### src/rtl/msc_pkg.sv
package msc_pkg;

  localparam int DIM_BITS    = 16;
  localparam int LEVEL_W     = 5;
  localparam int CLASS_W     = 5;
  localparam int OFFSET_W    = 32;
  localparam int CFG_DATA_W  = 32;
  localparam int CFG_INDEX_W = 2;
  localparam int BYTES_W     = 36;
  localparam int SUM_W       = BYTES_W + 1;
  localparam int PROD_W      = 2 * DIM_BITS;
  localparam int NUM_CLASSES = 20;

  // Dividend holds a dimension plus (footprint - 1), rounded up to an even width
  // because the divider retires two quotient bits per cycle.
  localparam int DVD_W       = ((DIM_BITS + 5) / 2) * 2;
  localparam int DIV_STEPS   = DVD_W / 2;
  localparam int STEP_CNT_W  = $clog2(DIV_STEPS);

  localparam logic [LEVEL_W-1:0] LEVEL_MAX = '1;

  typedef enum logic [CFG_INDEX_W-1:0] {
    CFG_BASE_WIDTH    = 2'd0,
    CFG_BASE_HEIGHT   = 2'd1,
    CFG_FORMAT_CLASS  = 2'd2,
    CFG_PAYLOAD_BYTES = 2'd3
  } cfg_index_t;

  typedef enum logic [2:0] {
    STATUS_OK            = 3'd0,
    STATUS_ZERO_DIM      = 3'd1,
    STATUS_BAD_FORMAT    = 3'd2,
    STATUS_NOT_ASCENDING = 3'd3,
    STATUS_EXCEEDS       = 3'd4
  } status_t;

  typedef enum logic [2:0] {
    ST_IDLE,
    ST_DIV_W,
    ST_DIV_H,
    ST_MUL,
    ST_SCALE,
    ST_CHECK
  } state_t;

  typedef struct packed {
    logic                first_level;
    logic [OFFSET_W-1:0] mip_offset;
  } req_t;

  typedef struct packed {
    logic [LEVEL_W-1:0]  level_index;
    logic [DIM_BITS-1:0] level_width;
    logic [DIM_BITS-1:0] level_height;
    logic [BYTES_W-1:0]  level_bytes;
    status_t             status;
  } rsp_t;

  typedef struct packed {
    logic [3:0] bw;
    logic [3:0] bh;
    logic [2:0] bytes_shift;
  } footprint_t;

  typedef struct packed {
    logic             start;
    logic [3:0]       divisor;
    logic [DVD_W-1:0] dividend;
  } div_req_t;

  typedef struct packed {
    logic             done;
    logic [DVD_W-1:0] quotient;
  } div_rsp_t;

  // Block footprint per format class; bytes per block are powers of two,
  // so they are kept as a shift amount.
  function automatic footprint_t footprint(input logic [CLASS_W-1:0] cls);
    footprint_t fp;
    case (cls)
      5'd0:    fp = '{bw: 4'd4,  bh: 4'd4,  bytes_shift: 3'd3};
      5'd1:    fp = '{bw: 4'd4,  bh: 4'd4,  bytes_shift: 3'd4};
      5'd2:    fp = '{bw: 4'd5,  bh: 4'd4,  bytes_shift: 3'd4};
      5'd3:    fp = '{bw: 4'd5,  bh: 4'd5,  bytes_shift: 3'd4};
      5'd4:    fp = '{bw: 4'd6,  bh: 4'd5,  bytes_shift: 3'd4};
      5'd5:    fp = '{bw: 4'd6,  bh: 4'd6,  bytes_shift: 3'd4};
      5'd6:    fp = '{bw: 4'd8,  bh: 4'd5,  bytes_shift: 3'd4};
      5'd7:    fp = '{bw: 4'd8,  bh: 4'd6,  bytes_shift: 3'd4};
      5'd8:    fp = '{bw: 4'd8,  bh: 4'd8,  bytes_shift: 3'd4};
      5'd9:    fp = '{bw: 4'd10, bh: 4'd5,  bytes_shift: 3'd4};
      5'd10:   fp = '{bw: 4'd10, bh: 4'd6,  bytes_shift: 3'd4};
      5'd11:   fp = '{bw: 4'd10, bh: 4'd8,  bytes_shift: 3'd4};
      5'd12:   fp = '{bw: 4'd10, bh: 4'd10, bytes_shift: 3'd4};
      5'd13:   fp = '{bw: 4'd12, bh: 4'd10, bytes_shift: 3'd4};
      5'd14:   fp = '{bw: 4'd12, bh: 4'd12, bytes_shift: 3'd4};
      5'd15:   fp = '{bw: 4'd1,  bh: 4'd1,  bytes_shift: 3'd0};
      5'd16:   fp = '{bw: 4'd1,  bh: 4'd1,  bytes_shift: 3'd1};
      5'd17:   fp = '{bw: 4'd1,  bh: 4'd1,  bytes_shift: 3'd2};
      5'd18:   fp = '{bw: 4'd1,  bh: 4'd1,  bytes_shift: 3'd3};
      5'd19:   fp = '{bw: 4'd1,  bh: 4'd1,  bytes_shift: 3'd4};
      default: fp = '{bw: 4'd1,  bh: 4'd1,  bytes_shift: 3'd0};
    endcase
    return fp;
  endfunction

endpackage

### src/rtl/msc_divider.sv
module msc_divider
  import msc_pkg::*;
(
  input  logic     clk,
  input  logic     rst,
  input  div_req_t req,
  output div_rsp_t rsp
);

  localparam logic [STEP_CNT_W-1:0] LAST_STEP = STEP_CNT_W'(DIV_STEPS - 1);

  logic                  busy;
  logic                  done;
  logic [STEP_CNT_W-1:0] cnt;
  logic [3:0]            divisor;
  logic [3:0]            rem;
  logic [DVD_W-1:0]      work;

  logic [4:0] t1, t2, r1, r2, dsr;
  logic       ge1, ge2;

  // Two restoring steps per cycle. The remainder stays below the divisor,
  // so four bits hold it between steps.
  always_comb begin
    dsr = {1'b0, divisor};
    t1  = {rem, work[DVD_W-1]};
    ge1 = (t1 >= dsr);
    r1  = ge1 ? (t1 - dsr) : t1;
    t2  = {r1[3:0], work[DVD_W-2]};
    ge2 = (t2 >= dsr);
    r2  = ge2 ? (t2 - dsr) : t2;
  end

  always_ff @(posedge clk) begin
    if (rst) begin
      busy <= 1'b0;
      done <= 1'b0;
      cnt  <= '0;
    end else begin
      done <= 1'b0;
      if (req.start) begin
        busy <= 1'b1;
        cnt  <= '0;
      end else if (busy) begin
        cnt <= cnt + 1'b1;
        if (cnt == LAST_STEP) begin
          busy <= 1'b0;
          done <= 1'b1;
        end
      end
    end
  end

  always_ff @(posedge clk) begin
    if (req.start) begin
      divisor <= req.divisor;
      rem     <= '0;
      work    <= req.dividend;
    end else if (busy) begin
      rem  <= r2[3:0];
      work <= {work[DVD_W-3:0], ge1, ge2};
    end
  end

  assign rsp.done     = done;
  assign rsp.quotient = work;

`ifndef ASSERT_OFF
  a_start_when_free: assert property (@(posedge clk) disable iff (rst)
    req.start |-> !busy)
    else $error("divider started while a division is in progress");
`endif

endmodule

### config.mk
export PLATFORM = sky130hd
export DESIGN_NAME = msc_divider
export DESIGN_NICKNAME = d
export VERILOG_FILES = /design/src/rtl/msc_pkg.sv /design/src/rtl/msc_divider.sv
export SDC_FILE = /design/constraint.sdc
export NUM_CORES = 1
export LEC_CHECK = 0
export BUFFER_PORTS_ARGS = -buffer_cell sky130_fd_sc_hd__buf_2
export CAP_MARGIN = 20
export CORE_MARGIN = 8
export CORE_UTILIZATION = 55
export CTS_CLUSTER_DIAMETER = 50
export DETAILED_ROUTE_END_ITERATION = 6
export MAX_ROUTING_LAYER = met4
export PLACE_DENSITY = 0.9
export SLEW_MARGIN = 10
export SYNTH_ARGS = -nofsm -noshare
export SYNTH_HDL_FRONTEND = slang
export SYNTH_SLANG_ARGS = --single-unit
### constraint.sdc
create_clock -name clk -period 4.4 [get_ports clk]
set_input_delay 0.44 -clock clk [delete_from_list [all_inputs] [get_ports clk]]
set_output_delay 0.44 -clock clk [all_outputs]
set_load 0.05 [all_outputs]
==> run metrics <==
status=completed; residual DRC count=0; Wirelength per Cell=16.43 um; Iteration-0 DRC Markers=44; Area after DPL=0.002064 sq mm; row count=20; register bit total from synthesis=34; total congestion overflow=0; Total Wirelength=3993 um; first-pass GRT wire length=6555 um; Power Internal=661.7 uW; synthesized cell area=0.001797 sq mm; Post-CTS Setup Bufs=0; CTS max path bufs=2; hpwl dp=3124 um; GP Congestion=0.9744; sequential share of the synthesized area=51.25%; Peak Freq=312.7 MHz; crit path max fanout=7; hold_buf cts=0; CTS tree=done; Clock transition at path regs=100 ps; final setup vio count=0; Final Max Tran Viols=0; Cell variety after synth=40; Mapped Cells=149; Synth area leader=edfxtp_1; net switching power=459.4 uW; # H-tree levels=2; Slew HR=51.89%; top cell type's share of synthesized area=40.11%; Reg power frac=38.4%; Post-synth EDFFs=24; Setup crit start kind=register; Inserted Clock Buffers=5; Via density=5.617; most instantiated library cell after synthesis=edfxtp_1; maximum vdd drop=0.0003514 V; Syn. warnings=0; # IOs=48; Layout Skew=10.13 ps; initial antenna violation count=0; Worst EP required=4640 ps; post-cts resize count=0; Avg Synthesized Cell Area=12.06 sq um; DIE AREA=0.005352 sq mm; Least-Margin Pin Slew=720.9 ps; RSZ-0062 raised after global routing=false; root buffer cell=clkbuf_4; final period demand of the worst path=3198 ps; Clock power frac=15.8%; Critical Path AT=3440 ps; ANT cells=0; Die Height=73.16 um; layout cells sized above 1=39.70%; max cap viols=0; fin nets=237; Power Density=528.0 mW/mm^2; most frequent cells after synthesis=edfxtp_1 (24), mux2_2 (19), nand2_1 (13), inv_1 (11); Static Leak=0.9126 nW; First-pass DRT Iterations=4; core area=0.003078 sq mm; ranking of synthesized cells by area=edfxtp_1 (40%), mux2_2 (12%), dfxtp_1 (11%); Top FF cell, synth=edfxtp_1; post-route clock period utilization=72.69%; clock tree sinks=34; final hold vios=0; GRT Total Usage=16.21%; Port Buf Inserts=47; HP Class=input port to register; DR vias=1,365; antenna-violating nets left=0; post-synthesis net count=188; post-synthesis async set-or-reset flop share=0%; Worst-Skew Late Latency=330 ps; design area=0.002123 sq mm; synthesis-to-layout area growth=18.18%; largest net degree at the start of global routing=35; Fillers=204; Setup TNS Final=0 ps; Sw Share=40.98%; CP Class=register to register; logic gate share of total power=45.8%; vias in the first global route=1,454; die width=73.16 um; Worst setup EP type=register; Initial Util=58.37%
-- placed cells by master (no fill, tap or decap), types with 4 or more instances in the layout --
master	synthesis	final
nand2_1	13	13
edfxtp_1	24	24
mux2_2	19	19
a21oi_1	4	4
dfxtp_1	10	10
nor2_1	7	7
clkbuf_4	0	5
ha_1	10	10
o21ai_0	5	5
inv_1	11	11
buf_2	0	47
xor2_1	4	4
-- critical path, cell delays in order (launching register included) --
cell      delay, ps
edfxtp_1        420
inv_1           110
ha_1            290
nor2b_4         140
o211ai_2        100
nand2_2         150
mux2_2          370
ha_1            340
a21oi_1         160
o21ai_0         180
a221oi_2        540
nor2_1          110
a311oi_1        200
-- logic make-up after synthesis --
kind of cell    count (synthesis)  share of synthesized area (%)
compound gates                 22                          8.913
buf+inv                        17                          3.760
flops                          34                          51.25
fa+ha+maj                      12                          9.192
mux                            21                          13.30
xor+xnor                        5                          2.437
simple gates                   38                          11.14
-- stage by stage --
stage               utilization, %  instances  setup WS, ps  power, mW  hold WS [ps]
global placement             67.07        235          1362     0.9153         495.9
global route                 68.98        243         925.3      1.189         259.7
detailed placement           67.07        235          1272     0.9433         495.5
floorplan                        -        149          1242     0.8261         467.7
finish                       68.98        243          1202      1.121         274.9
CTS                          68.98        243          1245      1.122         261.6
-- routing by layer --
| layer | global-route usage, % | wire length, um |
|---|---|---|
| met5 | - | 0 |
| met3 | 5.082 | 266 |
| met1 | 17.78 | 1558 |
| met2 | 25.62 | 2032 |
| met4 | 8.889 | 136 |
-- final timing paths --
path | from | end | slack [ps] | cells past startpoint
max | work[19] | rem[0] | 1200 | 12
min | req[20] | divisor[0] | 270 | 1
max reg2reg | work[19] | rem[0] | 1200 | 12
min reg2reg | rem[2] | rem[2] | 510 | 2
-- power by group through the flow --
| stage | registers (mW) | logic [mW] | clock network, mW |
|---|---|---|---|
| 2_1_floorplan | 0.523 | 0.303 | 0 |
| 3_3_place_gp | 0.434 | 0.481 | 0 |
| 3_5_place_dp | 0.436 | 0.507 | 0 |
| 4_1_cts | 0.430 | 0.510 | 0.182 |
| 5_1_grt | 0.436 | 0.560 | 0.193 |
| 6_report | 0.430 | 0.513 | 0.177 |
-- final cells by class --
cell class              instances  area [sq um]  area share (%)
clock buffers                   8         58.81           2.770
inverters                      12         45.04           2.121
multi-input cells              98         808.3           38.07
flip-flops and latches         34         920.9           43.37
well taps                      44         55.05           2.593
repair buffers                 47         235.2           11.08
-- flip-flops by register name, indices dropped and copies added, names as in the netlist --
name,count
busy,1
cnt,4
divisor,4
done,1
rem,4
work,20
No activity file was read; power rests on OpenSTA's default activity.
